**src/ddf_pkg.sv**
```systemverilog
// shared constants, tables and types of the decimal digit formatter
package ddf_pkg;

    localparam int MAX_DIGITS = 10;
    localparam int VAL_W      = 32;
    localparam int CNT_W      = 4;
    localparam int MODE_W     = 2;
    localparam int CODE_W     = 16;
    localparam int IDX_W      = 4;
    localparam int MAGIC_W    = 33;
    localparam int PROD_W     = VAL_W + MAGIC_W;
    localparam int SHIFT_W    = 5;

    localparam logic [CODE_W-1:0] CODE_ZERO     = 16'h00A2;
    localparam logic [CODE_W-1:0] CODE_OVERFLOW = 16'h00E2;
    localparam logic [CODE_W-1:0] CODE_PAD      = 16'h0001;
    localparam logic [CODE_W-1:0] CODE_END      = 16'hFFFF;

    localparam logic [MODE_W-1:0] MODE_SPACE = 2'd1;
    localparam logic [MODE_W-1:0] MODE_ZERO  = 2'd2;

    localparam logic [VAL_W-1:0] POW [MAX_DIGITS] = '{
        32'd1, 32'd10, 32'd100, 32'd1000, 32'd10000,
        32'd100000, 32'd1000000, 32'd10000000, 32'd100000000, 32'd1000000000
    };

    // ceil(log2(10^k)), exact reciprocal shift
    localparam logic [SHIFT_W-1:0] SHIFT [MAX_DIGITS] = '{
        5'd0, 5'd4, 5'd7, 5'd10, 5'd14, 5'd17, 5'd20, 5'd24, 5'd27, 5'd30
    };

    // ceil(2^(32+s) / 10^k)
    localparam logic [MAGIC_W-1:0] MAGIC [MAX_DIGITS] = '{
        33'(((66'd1 << 32) + 66'd1 - 66'd1) / 66'd1),
        33'(((66'd1 << 36) + 66'd10 - 66'd1) / 66'd10),
        33'(((66'd1 << 39) + 66'd100 - 66'd1) / 66'd100),
        33'(((66'd1 << 42) + 66'd1000 - 66'd1) / 66'd1000),
        33'(((66'd1 << 46) + 66'd10000 - 66'd1) / 66'd10000),
        33'(((66'd1 << 49) + 66'd100000 - 66'd1) / 66'd100000),
        33'(((66'd1 << 52) + 66'd1000000 - 66'd1) / 66'd1000000),
        33'(((66'd1 << 56) + 66'd10000000 - 66'd1) / 66'd10000000),
        33'(((66'd1 << 59) + 66'd100000000 - 66'd1) / 66'd100000000),
        33'(((66'd1 << 62) + 66'd1000000000 - 66'd1) / 66'd1000000000)
    };

    typedef struct packed {
        logic [VAL_W-1:0] value;
        logic [IDX_W-1:0] top_idx;
        logic             show;
        logic             space;
    } t_cmd;

    typedef enum logic [1:0] {
        ST_IDLE,
        ST_MUL,
        ST_EMIT,
        ST_TERM
    } t_state;

endpackage

```
**src/ddf_front.sv**
```systemverilog
// input stage: accepts requests, clamps the digit count and decodes the pad mode
module ddf_front (
    input  logic                       i_clk,
    input  logic                       i_rst_n,
    input  logic                       i_valid,
    output logic                       o_ready,
    input  logic [ddf_pkg::VAL_W-1:0]  i_value,
    input  logic [ddf_pkg::CNT_W-1:0]  i_digit_count,
    input  logic [ddf_pkg::MODE_W-1:0] i_pad_mode,
    output logic                       o_cmd_valid,
    input  logic                       i_cmd_ready,
    output ddf_pkg::t_cmd              o_cmd
);
    import ddf_pkg::*;

    logic          r_valid;
    t_cmd          r_cmd;
    t_cmd          n_cmd;
    logic [CNT_W-1:0] cnt;

    always_comb begin
        cnt = i_digit_count;
        if (cnt == '0) begin
            cnt = CNT_W'(1);
        end else if (cnt > CNT_W'(MAX_DIGITS)) begin
            cnt = CNT_W'(MAX_DIGITS);
        end
        n_cmd.value   = i_value;
        n_cmd.top_idx = IDX_W'(cnt - CNT_W'(1));
        n_cmd.show    = (i_pad_mode == MODE_ZERO);
        n_cmd.space   = (i_pad_mode == MODE_SPACE);
    end

    assign o_ready     = !r_valid || i_cmd_ready;
    assign o_cmd_valid = r_valid;
    assign o_cmd       = r_cmd;

    always_ff @(posedge i_clk) begin
        if (!i_rst_n) begin
            r_valid <= 1'b0;
        end else if (o_ready) begin
            r_valid <= i_valid;
        end
    end

    always_ff @(posedge i_clk) begin
        if (i_valid && o_ready) begin
            r_cmd <= n_cmd;
        end
    end

endmodule

```
**src/ddf_queue.sv**
```systemverilog
// two-entry request queue between the input stage and the digit engine
module ddf_queue (
    input  logic          i_clk,
    input  logic          i_rst_n,
    input  logic          i_push_valid,
    output logic          o_push_ready,
    input  ddf_pkg::t_cmd i_push_cmd,
    output logic          o_pop_valid,
    input  logic          i_pop,
    output ddf_pkg::t_cmd o_pop_cmd
);
    import ddf_pkg::*;

    t_cmd       r_mem [2];
    logic       r_wr_ptr;
    logic       r_rd_ptr;
    logic [1:0] r_count;
    logic       push;
    logic       pop;

    assign o_push_ready = (r_count != 2'd2);
    assign o_pop_valid  = (r_count != 2'd0);
    assign o_pop_cmd    = r_mem[r_rd_ptr];
    assign push         = i_push_valid && o_push_ready;
    assign pop          = i_pop && o_pop_valid;

    always_ff @(posedge i_clk) begin
        if (!i_rst_n) begin
            r_wr_ptr <= 1'b0;
            r_rd_ptr <= 1'b0;
            r_count  <= 2'd0;
        end else begin
            if (push) begin
                r_wr_ptr <= !r_wr_ptr;
            end
            if (pop) begin
                r_rd_ptr <= !r_rd_ptr;
            end
            r_count <= r_count + 2'(push) - 2'(pop);
        end
    end

    always_ff @(posedge i_clk) begin
        if (push) begin
            r_mem[r_wr_ptr] <= i_push_cmd;
        end
    end

endmodule

```
**src/ddf_back.sv**
```systemverilog
// digit engine: reciprocal multiply per position, output register
module ddf_back (
    input  logic                       i_clk,
    input  logic                       i_rst_n,
    input  logic                       i_cmd_valid,
    output logic                       o_cmd_pop,
    input  ddf_pkg::t_cmd              i_cmd,
    output logic                       o_valid,
    input  logic                       i_ready,
    output logic [ddf_pkg::CODE_W-1:0] o_char_code,
    output logic                       o_last
);
    import ddf_pkg::*;

    t_state              r_state;
    t_state              n_state;
    logic [VAL_W-1:0]    r_val;
    logic [IDX_W-1:0]    r_idx;
    logic                r_show;
    logic                r_space;
    logic [PROD_W-1:0]   r_prod;
    logic                r_ov;
    logic [CODE_W-1:0]   r_code;
    logic                r_last;

    logic                out_free;
    logic [PROD_W-1:0]   q_full;
    logic [CODE_W-1:0]   digit;
    logic [47:0]         back_prod;
    logic [VAL_W-1:0]    rest;
    logic                show_now;
    logic                want_out;
    logic [CODE_W-1:0]   digit_code;
    logic                load;
    logic                step;
    logic                emit;
    logic [CODE_W-1:0]   emit_code;
    logic                emit_last;

    assign out_free   = !r_ov || i_ready;
    assign q_full     = r_prod >> (7'd32 + 7'(SHIFT[r_idx]));
    assign digit      = q_full[CODE_W-1:0];
    assign back_prod  = 48'(POW[r_idx]) * 48'(digit);
    assign rest       = r_val - back_prod[VAL_W-1:0];
    assign show_now   = r_show || (digit != '0) || (r_idx == '0);
    assign want_out   = show_now || r_space;
    assign digit_code = (digit >= CODE_W'(10)) ? CODE_OVERFLOW : CODE_ZERO + digit;

    // next state
    always_comb begin
        n_state = r_state;
        unique case (r_state)
            ST_IDLE: begin
                if (i_cmd_valid) begin
                    n_state = ST_MUL;
                end
            end
            ST_MUL: begin
                n_state = ST_EMIT;
            end
            ST_EMIT: begin
                if (!want_out || out_free) begin
                    n_state = (r_idx == '0) ? ST_TERM : ST_MUL;
                end
            end
            ST_TERM: begin
                if (out_free) begin
                    n_state = ST_IDLE;
                end
            end
            default: n_state = ST_IDLE;
        endcase
    end

    // outputs of the sequencer
    always_comb begin
        load      = 1'b0;
        step      = 1'b0;
        emit      = 1'b0;
        emit_code = CODE_END;
        emit_last = 1'b0;
        unique case (r_state)
            ST_IDLE: begin
                load = i_cmd_valid;
            end
            ST_MUL: begin
            end
            ST_EMIT: begin
                step      = !want_out || out_free;
                emit      = want_out && out_free;
                emit_code = show_now ? digit_code : CODE_PAD;
            end
            ST_TERM: begin
                emit      = out_free;
                emit_last = 1'b1;
            end
            default: begin
            end
        endcase
    end

    assign o_cmd_pop   = load;
    assign o_valid     = r_ov;
    assign o_char_code = r_code;
    assign o_last      = r_last;

    always_ff @(posedge i_clk) begin
        if (!i_rst_n) begin
            r_state <= ST_IDLE;
            r_ov    <= 1'b0;
        end else begin
            r_state <= n_state;
            if (emit) begin
                r_ov <= 1'b1;
            end else if (i_ready) begin
                r_ov <= 1'b0;
            end
        end
    end

    always_ff @(posedge i_clk) begin
        if (load) begin
            r_val   <= i_cmd.value;
            r_idx   <= i_cmd.top_idx;
            r_show  <= i_cmd.show;
            r_space <= i_cmd.space;
        end else if (step) begin
            r_val  <= rest;
            r_show <= show_now;
            r_idx  <= r_idx - IDX_W'(1);
        end
        if (r_state == ST_MUL) begin
            r_prod <= PROD_W'(r_val) * PROD_W'(MAGIC[r_idx]);
        end
        if (emit) begin
            r_code <= emit_code;
            r_last <= emit_last;
        end
    end

`ifndef SYNTHESIS
    a_last_is_end: assert property (@(posedge i_clk) disable iff (!i_rst_n)
        (r_ov && r_last) |-> (r_code == CODE_END))
        else $error("tlast without terminator code");

    a_end_only_last: assert property (@(posedge i_clk) disable iff (!i_rst_n)
        (r_ov && !r_last) |-> (r_code != CODE_END))
        else $error("terminator code without tlast");

    a_mul_then_emit: assert property (@(posedge i_clk) disable iff (!i_rst_n)
        (r_state == ST_MUL) |=> (r_state == ST_EMIT))
        else $error("multiply step not followed by emit step");
`endif

endmodule

```
**src/decimal_digit_formatter.sv**
```systemverilog
// decimal digit formatter top level: input stage, request queue, digit engine
// a request is registered in the input stage, then queued and loaded by the engine;
//   the engine serves one request at a time in its multiply-then-reduce loop, with a
//   multiply step and an emit step per position, then the terminator from its own state
// the input stage and the two-entry queue take new requests while the engine works
// reset: synchronous active-low i_rst_n empties the queue and idles the engine
module decimal_digit_formatter (
    input  logic        i_clk,
    input  logic        i_rst_n,
    input  logic        i_s_axis_tvalid,
    output logic        o_s_axis_tready,
    input  logic [39:0] i_s_axis_tdata,   // value[31:0], digit_count[35:32], pad_mode[37:36]
    output logic        o_m_axis_tvalid,
    input  logic        i_m_axis_tready,
    output logic [15:0] o_m_axis_tdata,   // char_code[15:0]
    output logic        o_m_axis_tlast
);
    import ddf_pkg::*;

    logic f_valid;
    logic f_ready;
    t_cmd f_cmd;
    logic q_valid;
    logic q_pop;
    t_cmd q_cmd;

    ddf_front u_front (
        .i_clk         (i_clk),
        .i_rst_n       (i_rst_n),
        .i_valid       (i_s_axis_tvalid),
        .o_ready       (o_s_axis_tready),
        .i_value       (i_s_axis_tdata[31:0]),
        .i_digit_count (i_s_axis_tdata[35:32]),
        .i_pad_mode    (i_s_axis_tdata[37:36]),
        .o_cmd_valid   (f_valid),
        .i_cmd_ready   (f_ready),
        .o_cmd         (f_cmd)
    );

    ddf_queue u_queue (
        .i_clk        (i_clk),
        .i_rst_n      (i_rst_n),
        .i_push_valid (f_valid),
        .o_push_ready (f_ready),
        .i_push_cmd   (f_cmd),
        .o_pop_valid  (q_valid),
        .i_pop        (q_pop),
        .o_pop_cmd    (q_cmd)
    );

    ddf_back u_back (
        .i_clk       (i_clk),
        .i_rst_n     (i_rst_n),
        .i_cmd_valid (q_valid),
        .o_cmd_pop   (q_pop),
        .i_cmd       (q_cmd),
        .o_valid     (o_m_axis_tvalid),
        .i_ready     (i_m_axis_tready),
        .o_char_code (o_m_axis_tdata),
        .o_last      (o_m_axis_tlast)
    );

endmodule
```
**config.mk**
```make
export PLATFORM = sky130hd
export DESIGN_NAME = decimal_digit_formatter
export DESIGN_NICKNAME = d
export VERILOG_FILES = /design/src/ddf_pkg.sv /design/src/ddf_front.sv /design/src/ddf_queue.sv /design/src/ddf_back.sv /design/src/decimal_digit_formatter.sv
export SDC_FILE = /design/constraint.sdc
export NUM_CORES = 2
export LEC_CHECK = 0
export ABC_CLOCK_PERIOD_IN_PS = 28000
export BUFFER_PORTS_ARGS = -buffer_cell sky130_fd_sc_hd__buf_2
export CAP_MARGIN = 20
export CORE_MARGIN = 3
export CORE_UTILIZATION = 40
export CTS_BUF_LIST = sky130_fd_sc_hd__clkbuf_16
export CTS_CLUSTER_SIZE = 8
export DETAILED_ROUTE_END_ITERATION = 16
export GPL_ROUTABILITY_DRIVEN = 0
export GPL_TIMING_DRIVEN = 1
export MAX_ROUTING_LAYER = met4
export SYNTH_ARGS = -nofsm -noshare
export SYNTH_HDL_FRONTEND = slang
export SYNTH_HIERARCHICAL = 1
export SYNTH_SLANG_ARGS = --single-unit
```
**constraint.sdc**
```tcl
create_clock -name i_clk -period 28 [get_ports i_clk]
set_input_delay 4.2 -clock i_clk [delete_from_list [all_inputs] [get_ports i_clk]]
set_output_delay 4.2 -clock i_clk [all_outputs]
set_load 0.02 [all_outputs]
```
==> impl_metrics.json <==
{
  "status": "completed",
  "timing.fmax_ghz": 0.08680,
  "final_cell_area_sq_um": 58100,
  "grt_pass1_wl_um": 260900,
  "crit_required_ns": 28.30,
  "io_pins": 63,
  "root_buffer": "clkbuf_16",
  "cp-start-kind": "flip-flop",
  "cts_max_path_buffers": 3,
  "dieArea_sq_um": 141200,
  "synth_edf_count": 202,
  "syn_area_sq_um": 54700,
  "fin_skew_ns": 0.01795,
  "clkSinkCount": 211,
  "ys.flop_type": "edfxtp_1",
  "cts_tree": "built",
  "drc": 0,
  "setup_viol": 0,
  "antenna_found_initial": 3,
  "syn2layout_area_growth_pct": 6.213,
  "synth.yosys.seq_area_share": 0.1142,
  "fin_crit_ns": 11.52,
  "worst_slack_ns": 16.48,
  "fin_hold_ws_ns": 0.4405,
  "grt_usage": 0.2494,
  "setup_tns_ns": 0,
  "htree_levels": 1,
  "viasPerCell": 5.333,
  "grt_pass1_vias": 43470,
  "hold_viol_final": 0,
  "drv_cap": 0,
  "tightest_slew_ns": 1.313,
  "regArea_sq_um": 6247,
  "multiInputGateArea_sq_um": 42670,
  "critical_path.most_common_cell": "fa_1",
  "yosysWarnings": 6,
  "met2_length_um": 76520,
  "synth.avg_cell_area_sq_um": 9.541,
  "drive_gt1_frac": 0.05599,
  "dpl.hpwl_um": 128700,
  "worstSkewPairLatency_ns": 0.59,
  "placement.io_buffers": 60,
  "critical_path_class": "reg -> reg",
  "crit_path_max_incr_delay_ns": 0.68,
  "endpoint_kind": "flip-flop",
  "fillers": 13280,
  "rsz0062_at_grt": "false",
  "route.met3.wl_um": 13890,
  "hold_class": "reg -> reg",
  "finalMaxSlewViolations": 0,
  "die_x_um": 375.8,
  "coreArea_sq_um": 135600,
  "clkTransAtPathRegs_ns": 0.06,
  "pre_cts_slack_ns": 16.69,
  "fp-row-count": 135,
  "cts_resized": 0,
  "firstDrtPassIters": 6,
  "cp_slowest_cell": "a21oi_4",
  "holdBufCountCts": 0,
  "routed_wl_um": 165300,
  "nets": 7330,
  "ys_types": 106,
  "worstPathArrival_ns": 11.82,
  "avgRoutedWirePerCell_um": 22.08,
  "vias": 39920,
  "post_cts_buffers": 0,
  "postRouteAntennaNets": 0,
  "routed.top_layer": "met4",
  "ys_ff_latch": 211,
  "grt_max_degree": 49,
  "async_flop_share": 0,
  "placed_cell_area_sq_um": 57170,
  "wl_met1_um": 67180,
  "critPathMaxFanout": 45,
  "slew_headroom": 0.1246,
  "numCtsBuffers": 31,
  "overflow": 0,
  "initial_utilization": 0.4033,
  "synthCells": 5733,
  "chipHeight_um": 375.8,
  "drtIter0Drc": 3135,
  "finalCritPeriodShare": 0.4115
}
==> cells in the final DEF (no fill, tap or decap), types with 6 or more instances in the layout <==
cell type and count:
conb_1 26, edfxtp_1 202, nor2_1 274, o211ai_1 9
nand4_1 33, dfxtp_1 8, o21ai_0 74, o22ai_1 7
nand2b_1 52, nand2_1 713, clkbuf_16 31, o21a_1 14
xor2_1 27, nor2b_1 33, fa_1 1260, clkinv_1 8
mux2_1 18, o31ai_1 9, a31oi_1 24, nor3_1 34
buf_4 103, xnor2_1 58, a211oi_1 13, a21oi_1 125
inv_1 1318, diode_2 7, mux2_4 22, o21bai_1 7
and3_1 30, a21o_1 52, a21oi_2 9, ha_1 346
and2_1 387, mux4_2 7, nand3_1 111, buf_2 60
mux2i_1 12, o21ai_1 11, or2_2 19, a32oi_1 6
==> state kept, by name (all words and copies together), names as in the netlist, 2 cells and up, named ones only <==
name,flops
u_back/r_prod,33
u_queue/r_mem,76
u_front/o_cmd,38
u_back/r_state,2
u_queue/r_count,2
u_back/r_val,32
u_back/r_idx,4
u_back/o_char_code,16
==> cell usage after synthesis (all sizes together) (36+ instances only) <==
master	instances	area, sq um
inv	1308	4910
fa	1260	25220
nand2	716	2698
and2	388	2427
ha	346	4329
nor2	279	1047
clkbuf	243	912.1
edfxtp	202	6066
a21oi	139	710.7
nand3	113	570.6
o21ai	91	470.5
xnor2	58	508.0
a21o	53	397.9
nand2b	53	339.1
mux2	44	578.1
nor3	36	185.2
==> worst paths after layout <==
check	from	end	slack, ns	depth (start not counted)
worst max-delay path	u_back/r_idx[1]	u_back/r_val[31]	16.48	32
worst min-delay path	u_front/o_cmd[5]	u_queue/r_mem[0][5]	0.44	0
worst max register to register	u_back/r_idx[1]	u_back/r_val[31]	16.48	32
worst min register to register	u_front/o_cmd[5]	u_queue/r_mem[0][5]	0.44	0
==> cell families (layout without fill, tap and decap cells) <==
logic type      after synthesis  in the layout  synth area share
other cells                   2             33         0.0001373
simple gates               1726           1726            0.1504
xor+xnor                     87             87           0.01443
flops                       211            211            0.1142
mux                          65             65           0.01631
buf+inv                    1590           1530            0.1105
fa+ha+maj                  1606           1606            0.5403
compound gates              446            446           0.05382
==> critical path: cells and delay by family, from the launching register on <==
kind | cells | cell delay, ns
adder cells (fa/ha/maj) | 8 | 3.91
XOR/XNOR | 1 | 0.16
flip-flops | 1 | 0.58
multiplexers | 2 | 0.85
buffers and inverters | 6 | 1.08
AND/OR/NAND/NOR | 6 | 1.52
AO/OA/AOI/OAI | 9 | 3.08
==> layout make-up <==
type / instances / share of cell area
clock inverter: 19 / 0.001981
sequential: 211 / 0.1075
antenna: 7 / 0.0003015
timing repair buffer: 167 / 0.01925
tap: 1781 / 0.03836
clock buffer: 31 / 0.01335
inverter: 1313 / 0.08483
multi-input combinational: 3956 / 0.7344
==> per-stage QoR <==
step / util / cells
after detailed placement: 0.4215 / 7426
after global placement: 0.4212 / 7422
after global routing: 0.4282 / 7480
after floorplan: - / 5757
after CTS: 0.4281 / 7476
final: 0.4283 / 7485
==> routing by layer <==
metal,up-vias,track usage
met3,349,0.04563
met4,0,0.09299
met2,1545,0.3936
met1,20910,0.3217
li1,17110,-
met5,-,-
Power is left out: the tool's default activity adds up to more than one toggle a clock period on the data nets, which glitch-free logic cannot reach.
